[config.mk]
export PLATFORM = sky130hd
export DESIGN_NAME = wvpm_cfg_regs
export DESIGN_NICKNAME = d
export VERILOG_FILES = /design/src/sv/wvpm_pkg.sv /design/src/sv/wvpm_cfg_regs.sv
export SDC_FILE = /design/constraint.sdc
export NUM_CORES = 1
export LEC_CHECK = 0
export ABC_AREA = 0
export BUFFER_PORTS_ARGS = -buffer_cell sky130_fd_sc_hd__buf_2
export CELL_PAD_IN_SITES_DETAIL_PLACEMENT = 0
export CELL_PAD_IN_SITES_GLOBAL_PLACEMENT = 1
export CORE_MARGIN = 3
export CORE_UTILIZATION = 41
export DETAILED_ROUTE_END_ITERATION = 6
export GPL_TIMING_DRIVEN = 0
export PLACE_DENSITY = 0.84
export SETUP_SLACK_MARGIN = 0.2
export SLEW_MARGIN = 20
export SYNTH_ARGS = -nofsm -noshare
export SYNTH_HDL_FRONTEND = slang
export SYNTH_SLANG_ARGS = --single-unit
[constraint.sdc]
create_clock -name clk -period 1 [get_ports clk]
set_clock_uncertainty 0.05 [all_clocks]
set_input_delay 0.05 -clock clk [delete_from_list [all_inputs] [get_ports clk]]
set_output_delay 0.05 -clock clk [all_outputs]
set_load 0.1 [all_outputs]
[src/sv/wvpm_pkg.sv]
// Shared widths, codes, types and helpers for the window/viewport point mapper.
// No dependencies; every other file but the macros header imports this package.
package wvpm_pkg;

    localparam int COORD_W     = 16;
    localparam int HALF_W      = 16;
    localparam int REG_W       = 2 * HALF_W;
    localparam int CFG_IDX_W   = 3;
    localparam int PROD_W      = COORD_W + HALF_W;
    localparam int DIV_BITS    = 4;
    localparam int DIV_STAGES  = (PROD_W + DIV_BITS - 1) / DIV_BITS;
    localparam int DIV_W       = DIV_STAGES * DIV_BITS;
    localparam int PRE_STAGES  = 4;
    localparam int POST_STAGES = 2;
    localparam int NSTAGES     = PRE_STAGES + DIV_STAGES + POST_STAGES;
    localparam int DIV_FIRST   = PRE_STAGES;
    localparam int POST_FIRST  = PRE_STAGES + DIV_STAGES;

    typedef logic signed [COORD_W-1:0] coord_t;
    typedef logic signed [HALF_W-1:0]  half_t;
    typedef logic [REG_W-1:0]          reg_t;
    typedef logic [NSTAGES-1:0]        stage_en_t;

    typedef enum logic [1:0] {
        MODE_L2D = 2'd0,
        MODE_L2S = 2'd1,
        MODE_D2L = 2'd2,
        MODE_S2L = 2'd3
    } mode_t;

    localparam logic [CFG_IDX_W-1:0] REG_SCALED_MODE     = CFG_IDX_W'(0);
    localparam logic [CFG_IDX_W-1:0] REG_WINDOW_ORIGIN   = CFG_IDX_W'(1);
    localparam logic [CFG_IDX_W-1:0] REG_VIEWPORT_ORIGIN = CFG_IDX_W'(2);
    localparam logic [CFG_IDX_W-1:0] REG_WINDOW_EXTENT   = CFG_IDX_W'(3);
    localparam logic [CFG_IDX_W-1:0] REG_VIEWPORT_EXTENT = CFG_IDX_W'(4);
    localparam logic [CFG_IDX_W-1:0] REG_SCREEN_ORIGIN   = CFG_IDX_W'(5);

    localparam reg_t EXTENT_RESET = {HALF_W'(1), HALF_W'(1)};

    typedef struct packed {
        logic scaled;
        reg_t window_origin;
        reg_t viewport_origin;
        reg_t window_extent;
        reg_t viewport_extent;
        reg_t screen_origin;
    } cfg_t;

    // One axis worth of configuration, already split out of the registers.
    typedef struct packed {
        logic  scaled;
        half_t wo;
        half_t vo;
        half_t we;
        half_t ve;
        half_t so;
    } axis_cfg_t;

    // Per-item context that rides alongside the divider.
    typedef struct packed {
        logic   neg;
        logic   scaled;
        logic   dz;
        logic   scr;
        coord_t d;
        coord_t to_org;
        coord_t so;
    } side_t;

    function automatic half_t reg_half(reg_t r, logic hi);
        return hi ? r[REG_W-1:HALF_W] : r[HALF_W-1:0];
    endfunction

endpackage

[src/sv/wvpm_cfg_regs.sv]
// Configuration register file of the point mapper.
// Depends on wvpm_pkg for register codes and the cfg_t bundle.
module wvpm_cfg_regs import wvpm_pkg::*;
(
    input  logic                 clk,
    input  logic                 rst_n,
    input  logic                 cfg_valid,
    output logic                 cfg_ready,
    input  logic [CFG_IDX_W-1:0] cfg_index,
    input  reg_t                 cfg_data,
    output cfg_t                 cfg
);

    cfg_t cfg_reg;

    always_ff @(posedge clk or negedge rst_n)
    begin
        if (!rst_n)
        begin
            cfg_reg.scaled          <= 1'b0;
            cfg_reg.window_origin   <= '0;
            cfg_reg.viewport_origin <= '0;
            cfg_reg.window_extent   <= EXTENT_RESET;
            cfg_reg.viewport_extent <= EXTENT_RESET;
            cfg_reg.screen_origin   <= '0;
        end
        else if (cfg_valid)
        begin
            case (cfg_index)
                REG_SCALED_MODE:     cfg_reg.scaled          <= cfg_data[0];
                REG_WINDOW_ORIGIN:   cfg_reg.window_origin   <= cfg_data;
                REG_VIEWPORT_ORIGIN: cfg_reg.viewport_origin <= cfg_data;
                REG_WINDOW_EXTENT:   cfg_reg.window_extent   <= cfg_data;
                REG_VIEWPORT_EXTENT: cfg_reg.viewport_extent <= cfg_data;
                REG_SCREEN_ORIGIN:   cfg_reg.screen_origin   <= cfg_data;
                default:             ;
            endcase
        end
    end

    assign cfg_ready = 1'b1;
    assign cfg       = cfg_reg;

endmodule

==> results of run 1 <==
==> logic make-up (layout without fill, tap and decap cells) <==
family | count (synthesis) | after routing
other cells | 1 | 1
mux | 161 | 161
simple gates | 6 | 6
flops | 161 | 161
buf+inv | 19 | 389
==> cells in the final DEF (no fill, tap or decap), drive strengths merged <==
| master | Yosys | layout |
|---|---|---|
| and4bb | 2 | 2 |
| buf | 19 | 325 |
| bufinv | 0 | 1 |
| clkbuf | 0 | 23 |
| clkinv | 0 | 6 |
| clkinvlp | 0 | 2 |
| conb | 1 | 1 |
| dfrtp | 157 | 157 |
| dfstp | 4 | 4 |
| dlygate4sd3 | 0 | 32 |
| mux2 | 161 | 161 |
| nand4b | 2 | 2 |
| nor4b | 1 | 1 |
| nor4bb | 1 | 1 |
==> metal layers <==
metal | track usage | up-vias
met5 | 0 | -
met1 | 0.3442 | 2570
li1 | - | 1939
met2 | 0.5345 | 251
met4 | 0.09738 | 0
met3 | 0.07818 | 79
==> per-stage QoR <==
stage / hold WS, ns / util / cells / setup WS [ns] / area, um2
2_1_floorplan: -0.2956 / - / 348 / -0.1169 / 7033
5_1_grt: -0.4543 / 0.9296 / 898 / -0.3599 / 13150
4_1_cts: -0.4543 / 0.8715 / 841 / -0.3400 / 12330
6_report: -0.4772 / 0.9296 / 898 / -0.3417 / 13150
3_5_place_dp: -0.009920 / 0.5856 / 727 / -0.4239 / 8287
3_3_place_gp: 0.2855 / 0.5830 / 726 / -2.970 / 8249
==> final cells by class <==
class / instances / area share
multi-input combinational: 168 / 0.1853
timing repair buffer: 338 / 0.3875
buffer: 19 / 0.02036
tap: 180 / 0.01712
sequential: 161 / 0.3471
clock buffer: 23 / 0.03634
clock inverter: 9 / 0.006278
==> power by group through the flow <==
stage	Combinational, mW	Sequential (mW)	Clock, mW
2_1_floorplan	1.95	20.5	0
3_3_place_gp	14.9	9.62	0
3_5_place_dp	15.0	9.70	0
4_1_cts	20.4	10.5	6.26
5_1_grt	22.6	11.0	6.75
6_report	22.2	10.9	6.47
==> worst max path at each step <==
stage / from / to / cells after the start
final: cfg[64]$_DFFE_PN1P_ / cfg[64] / 1
after CTS: cfg[32]$_DFFE_PN1P_ / cfg[32] / 1
after global placement: rst_n / cfg[2]$_DFFE_PN0P_ / 1
after detailed placement: cfg_index[2] / cfg[69]$_DFFE_PN0P_ / 4
after global routing: cfg[32]$_DFFE_PN1P_ / cfg[32] / 1
after floorplan: cfg_index[0] / cfg[34]$_DFFE_PN0P_ / 4
==> what timing repair did <==
| item | in CTS | in global routing |
|---|---|---|
| hold endpoints to repair | 229 | 68 |
| resized for setup | 703 | 99 |
| pin swaps | 2 | 3 |
| buffers inserted | 44 | 56 |
| endpoints found under the setup margin | 322 | 322 |
| cloned | 6 | 1 |
==> flow_summary.json, run 1 <==
{
  "ff_latch_area_mm2": 0.004566,
  "synthesis.nets": 386,
  "ctsHtreeMaxLevel": 4,
  "die_h_um": 127.6,
  "die-area_mm2": 0.01629,
  "grt_pass1_wl_um": 35570,
  "multi_input_area_mm2": 0.002437,
  "synth_edf_count": 0,
  "seq_area_frac_synth": 0.6650,
  "power_density_mw_per_mm2": 3012,
  "nets": 743,
  "async_flop_share": 1.000,
  "fin_ws_ns": -0.3417,
  "synthDominantCellAreaShare": 0.6477,
  "slew_violations": 0,
  "cts_buffers": 17,
  "synth_top_flop_cell": "dfrtp_1",
  "synth_area_leader_cell": "dfrtp_1",
  "critPathMaxFanout": 2,
  "switching_share": 0.4605,
  "status": "finished, violations left",
  "finalHoldViolCount": 70,
  "r2r_cells": 3,
  "clock-root-buffer": "clkbuf_16",
  "layout_min_cycle_time_ns": 1.342,
  "path_clk_slew_ns": 0.07,
  "cp-end-kind": "output port",
  "critPathLaunchType": "flop",
  "synth_top_family_by_area": "multiplexers",
  "postCtsHoldBufs": 32,
  "clock_sink_count": 161,
  "synth_compound_area_frac": 0,
  "crit_required_ns": 0.90,
  "yosys_warnings": 0,
  "drtIter0Drc": 308,
  "drive_above_1_share": 0.9429,
  "die_x_um": 127.6,
  "antenna_found_initial": 0,
  "p_sw_mw": 18.24,
  "vias": 4839,
  "yosysMostFrequentCell": "dfrtp_1",
  "ant_nets": 0,
  "wirelength_um": 27670,
  "arrival_ns": 1.24,
  "grt_usage": 0.2969,
  "ir_drop_mv": 2.124,
  "r2r_start": "cfg[110]$_DFFE_PN0P_",
  "power_frac_comb": 0.561,
  "start_util": 0.4287,
  "netlist_top_cells_count": "dfrtp_1 (157), mux2_2 (115), mux2_1 (46)",
  "diodes": 0,
  "core_mm2": 0.01415,
  "first_pass_iters": 4,
  "clock_path_buffers": 2,
  "cpPeakStageDelay_ns": 0.63,
  "fill_cells": 344,
  "clkPwrFrac": 0.163,
  "cts_tree": "built",
  "crit_type": "reg -> out",
  "p_int_mw": 21.37,
  "ios": 200,
  "fp-row-count": 43,
  "slew_headroom": 0.6130,
  "netlist_area_mm2": 0.006066,
  "route.detailed.drc": 0,
  "power.total_mw": 39.61,
  "top_layer": "met4",
  "met2WireLength_um": 14720,
  "grt_max_degree": 94,
  "cpMaxStageDelayCell": "dfstp_4",
  "ys_seq_elements": 161,
  "reg2reg_setup_slack_ns": -0.19,
  "synth_area_leaders": "dfrtp_1 (65%), mux2_2 (21%), mux2_1 (8.5%)",
  "violations": "negative hold slack, negative setup slack",
  "wl_met3_um": 1748,
  "wl_met1_um": 10130,
  "synth-simple-area-share": 0.01011,
  "drt-wirelength-per-cell_um": 30.82,
  "grt_pass1_vias": 5158,
  "insertion_delay_ns": 0.42,
  "synthAdderAreaFrac": 0,
  "avgSynthCellArea_um2": 17.43,
  "portBuffers": 198,
  "p_leak_nw": 5.884,
  "vias_per_cell": 5.389,
  "synth_cell_types": 12,
  "power_frac_seq": 0.275,
  "place.gp.congestion": 0.7763,
  "timing.rr.end": "cfg[110]$_DFFE_PN0P_",
  "rsz0062_at_grt": "yes",
  "largest_reg_flops": 161,
  "gr-total-overflow": 0,
  "syn-instance-count": 348,
  "min_period_over_period": 1.342,
  "cp_top_family": "flip-flops",
  "synth-xor-area-share": 0,
  "setup_tns_ns": -36.21,
  "hold_class": "in -> async",
  "dp_hpwl_um": 10980,
  "crit_buf_inv": 1,
  "setup_viol": 228,
  "area_growth_pct": 116.9,
  "crit_chain": "buf_12",
  "whs_ns": -0.4772,
  "max_freq_mhz": 745.3,
  "tightest_slew_ns": 0.5806,
  "synthMuxAreaShare": 0.2989,
  "cap_violations": 0
}
Note: power is estimated with default switching activity, not from simulation.
==> run 2, diff against run 1 <==
CORE_MARGIN = 2   (was 3)
==> flow_summary.json, run 2 (same netlist as run 1, synthesis figures left out) <==
{
  "drive_above_1_share": 0.9433,
  "cts_tree": "built",
  "cp-end-kind": "output port",
  "grt_max_degree": 106,
  "whs_ns": -0.5160,
  "finalHoldViolCount": 142,
  "crit_chain": "buf_12",
  "grt_pass1_vias": 4951,
  "critPathMaxFanout": 2,
  "power.total_mw": 39.23,
  "p_int_mw": 21.47,
  "critPathLaunchType": "flop",
  "setup_viol": 212,
  "insertion_delay_ns": 0.43,
  "switching_share": 0.4529,
  "status": "finished, violations left",
  "crit_required_ns": 0.90,
  "tightest_slew_ns": 0.5444,
  "wirelength_um": 24190,
  "largest_reg_flops": 161,
  "cpMaxStageDelayCell": "dfstp_4",
  "slew_headroom": 0.6370,
  "drt-wirelength-per-cell_um": 27.74,
  "r2r_start": "cfg[24]$_DFFE_PN0P_",
  "min_period_over_period": 1.350,
  "mostFrequentLayoutCell": "buf_12",
  "core_mm2": 0.01448,
  "ant_nets": 0,
  "clock_path_buffers": 2,
  "place.gp.congestion": 0.7608,
  "placed_area_mm2": 0.008292,
  "path_clk_slew_ns": 0.07,
  "p_sw_mw": 17.77,
  "grt_pass1_wl_um": 32220,
  "vias": 4470,
  "cts_buffers": 17,
  "nets": 714,
  "antenna_found_initial": 0,
  "crit_type": "reg -> out",
  "violations": "negative hold slack, negative setup slack",
  "r2r_cells": 3,
  "crit_buf_inv": 1,
  "first_pass_iters": 4,
  "slew_violations": 0,
  "clock_sink_count": 161,
  "setup_tns_ns": -35.14,
  "gr-total-overflow": 0,
  "postCtsHoldBufs": 32,
  "cp_top_family": "flip-flops",
  "area_growth_pct": 111.9,
  "arrival_ns": 1.25,
  "clock-root-buffer": "clkbuf_16",
  "final_cell_area_mm2": 0.01285,
  "start_util": 0.4189,
  "place_ws_ns": -0.4597,
  "fin_util": 0.8877,
  "ir_drop_mv": 1.928,
  "max_freq_mhz": 740.5,
  "p_leak_nw": 5.716,
  "placed_cells": 731,
  "portBuffers": 198,
  "ios": 200,
  "vias_per_cell": 5.126,
  "fill_cells": 498,
  "rsz0062_at_grt": "yes",
  "drtIter0Drc": 195,
  "route.detailed.drc": 0,
  "grt_usage": 0.2751,
  "instances_no_fill": 872,
  "cap_violations": 0,
  "diodes": 0,
  "fp-row-count": 44,
  "layout_common_cells": "buf_12 (170), mux2_4 (139), dfrtp_4 (128), buf_6 (74)",
  "layout_min_cycle_time_ns": 1.350,
  "hold_class": "in -> async",
  "die_x_um": 125.6,
  "die_h_um": 125.6,
  "power_density_mw_per_mm2": 3052,
  "clkPwrFrac": 0.176,
  "dp_hpwl_um": 10270,
  "timing.rr.end": "cfg[24]$_DFFE_PN0P_",
  "ctsHtreeMaxLevel": 4,
  "fin_ws_ns": -0.3505,
  "die-area_mm2": 0.01578,
  "reg2reg_setup_slack_ns": -0.16,
  "cpPeakStageDelay_ns": 0.64,
  "power_frac_seq": 0.276,
  "power_frac_comb": 0.548
}
run 2: power by group through the flow:
stage | sequential (mW) | clock, mW | combinational (mW)
after global routing | 10.9 | 7.24 | 21.9
after CTS | 10.5 | 6.78 | 20.1
after floorplan | 20.5 | 0 | 1.95
after global placement | 9.62 | 0 | 14.8
after detailed placement | 9.70 | 0 | 15.0
final | 10.8 | 6.90 | 21.5
run 2: per-layer routing:
layer	share of wire	up-vias	GRT usage
met2	0.54	180	0.4938
met3	0.046	54	0.05990
li1	-	1889	-
met1	0.38	2347	0.3245
met4	0.039	0	0.1013
met5	0	-	0
run 2: worst max path at each step:
stage,start,to,slack [ns],depth (start not counted)
after floorplan,cfg_index[0],cfg[34]$_DFFE_PN0P_,-0.12,4
after global placement,rst_n,cfg[3]$_DFFE_PN0P_,-2.96,1
after detailed placement,cfg_index[1],cfg[2]$_DFFE_PN0P_,-0.46,4
after CTS,cfg[80]$_DFFE_PN1P_,cfg[80],-0.34,1
after global routing,cfg[48]$_DFFE_PN1P_,cfg[48],-0.37,1
final,cfg[48]$_DFFE_PN1P_,cfg[48],-0.35,1
run 2: area by class of cell:
type / count / area, um2 / share of cell area
multi-input combinational: 168 / 2415 / 0.1879
sequential: 161 / 4566 / 0.3552
clock buffer: 21 / 470.5 / 0.03660
timing repair buffer: 309 / 4782 / 0.3721
buffer: 19 / 255.2 / 0.01986
tap: 184 / 230.2 / 0.01791
clock inverter: 10 / 133.9 / 0.01042
run 2: timing repair:
action,4_1_cts,5_1_grt
endpoints found under the hold margin,279,57
pin swaps,1,2
gates cloned,3,3
gates resized for setup,681,96
setup buffers,31,41
endpoints found under the setup margin,322,322
==> run 3, diff against run 2 <==
CORE_UTILIZATION = 44   (was 41)
PLACE_DENSITY = 0.89   (was 0.84)
clock period = 1.6 ns   (was 1 ns; I/O delays follow)
==> flow_summary.json, run 3 (same netlist as run 1, synthesis figures left out) <==
{
  "status": "finished, final reports clean",
  "layout_common_cells": "buf_2 (200), dfrtp_1 (157), mux2_2 (115), mux2_1 (46), dlygate4sd3_1 (33)",
  "critPathLaunchType": "flop",
  "die_h_um": 121.4,
  "rsz0062_at_grt": "no",
  "gr-total-overflow": 0,
  "hold_class": "in -> reg",
  "cts_setup_buffers": 0,
  "drive_above_1_share": 0.6029,
  "drt-wirelength-per-cell_um": 18.13,
  "vias_per_cell": 4.981,
  "cap_violations": 0,
  "wirelength_um": 14290,
  "nets": 637,
  "cpMaxStageDelayCell": "dfstp_2",
  "clock_sink_count": 161,
  "diodes": 0,
  "grt_max_degree": 87,
  "cts_buffers": 17,
  "grt_pass1_wl_um": 22190,
  "clock-root-buffer": "clkbuf_16",
  "cp-end-kind": "output port",
  "core_mm2": 0.01335,
  "use_met3": 0.05216,
  "ios": 200,
  "grt_pass1_vias": 4109,
  "setup_viol": 0,
  "antenna_found_initial": 0,
  "crit_chain": "buf_4",
  "hold_depth": 3,
  "r2r_cells": 1,
  "area_growth_pct": 36.49,
  "mostFrequentLayoutCell": "buf_2",
  "cts_tree": "built",
  "setup_tns_ns": 0,
  "worst-path-stages": 1,
  "start_util": 0.4544,
  "tightest_slew_ns": 0.5726,
  "fp-row-count": 42,
  "grtUsageMet2": 0.3265,
  "largest_reg_flops": 161,
  "clock_path_buffers": 2,
  "crit_buf_inv": 1,
  "finalHoldViolCount": 0,
  "critPathMaxFanout": 2,
  "max_freq_mhz": 736.0,
  "ant_nets": 0,
  "cp_top_family": "flip-flops",
  "path_clk_slew_ns": 0.06,
  "grt_busiest_layer": "met2",
  "slew_violations": 0,
  "insertion_delay_ns": 0.42,
  "layout_min_cycle_time_ns": 1.359,
  "vias": 3925,
  "portBuffers": 198,
  "drtIter0Drc": 241,
  "crit_required_ns": 1.47,
  "min_period_over_period": 0.8492,
  "first_pass_iters": 4,
  "cpPeakStageDelay_ns": 0.53,
  "grt_usage": 0.2022,
  "die_x_um": 121.4,
  "crit_type": "reg -> out",
  "arrival_ns": 1.23,
  "place.gp.congestion": 0.7457,
  "slew_headroom": 0.6182,
  "grtUsageMet1": 0.2551,
  "dp_hpwl_um": 9809,
  "die-area_mm2": 0.01474,
  "route.detailed.drc": 0,
  "ctsHtreeMaxLevel": 4
}
[run 3: changes by cell type in the layout (fill, tap and decap cells not counted), moves of 62 or more]
cell and delta:
buf_2 +168, buf_12 -170, dfrtp_1 +157, dfrtp_4 -128, mux2_2 +93, mux2_4 -139, buf_6 -62
[run 3: final cells by class]
class                      instances  area, um2
clock inverter                    11      127.6
sequential                       161       4034
clock buffer                      21      480.5
buffer                            19      153.9
multi-input combinational        168       1878
timing repair buffer             232       1385
tap                              176      220.2
fill                            1025       5069
[run 3: repair_timing]
item	CTS	global route
setup endpoints to repair	4	5
resized for setup	4	5
hold buffers	33	0
hold endpoints to repair	236	0
[run 3: metal layers]
layer / vias to the layer above / share of wire
li1: 1747 / -
met1: 2022 / 0.42
met2: 131 / 0.50
met3: 25 / 0.053
met4: 0 / 0.024
met5: - / 0
[run 3: metrics by stage]
step           hold WS (ns)  utilization  instance area [um2]  worst slack (ns)  instances
6_report            0.03232       0.6203                 8279            0.2413        788
3_5_place_dp        0.04639       0.5480                 7315            0.1899        723
3_3_place_gp         0.2977       0.5452                 7277            -1.797        722
5_1_grt             0.03087       0.6203                 8279            0.2007        788
2_1_floorplan       -0.2656            -                 6066            0.2700        348
4_1_cts             0.01763       0.6190                 8263            0.2026        788
[run 3: worst paths after layout]
path	start	endpoint	slack, ns
min in group asynchronous	rst_n	cfg[15]$_DFFE_PN0P_	0.16
max reg2reg	cfg[142]$_DFFE_PN0P_	cfg[142]$_DFFE_PN0P_	0.75
min reg2reg	cfg[146]$_DFFE_PN0P_	cfg[146]$_DFFE_PN0P_	0.43
max in group asynchronous	rst_n	cfg[129]$_DFFE_PN0P_	0.56
max	cfg[48]$_DFFE_PN1P_	cfg[48]	0.24
min	cfg_index[2]	cfg[160]$_DFFE_PN0P_	0.03
Power of run 3 is left out: the tool's default activity adds up to more than one toggle a clock period on the data nets, which glitch-free logic cannot reach.
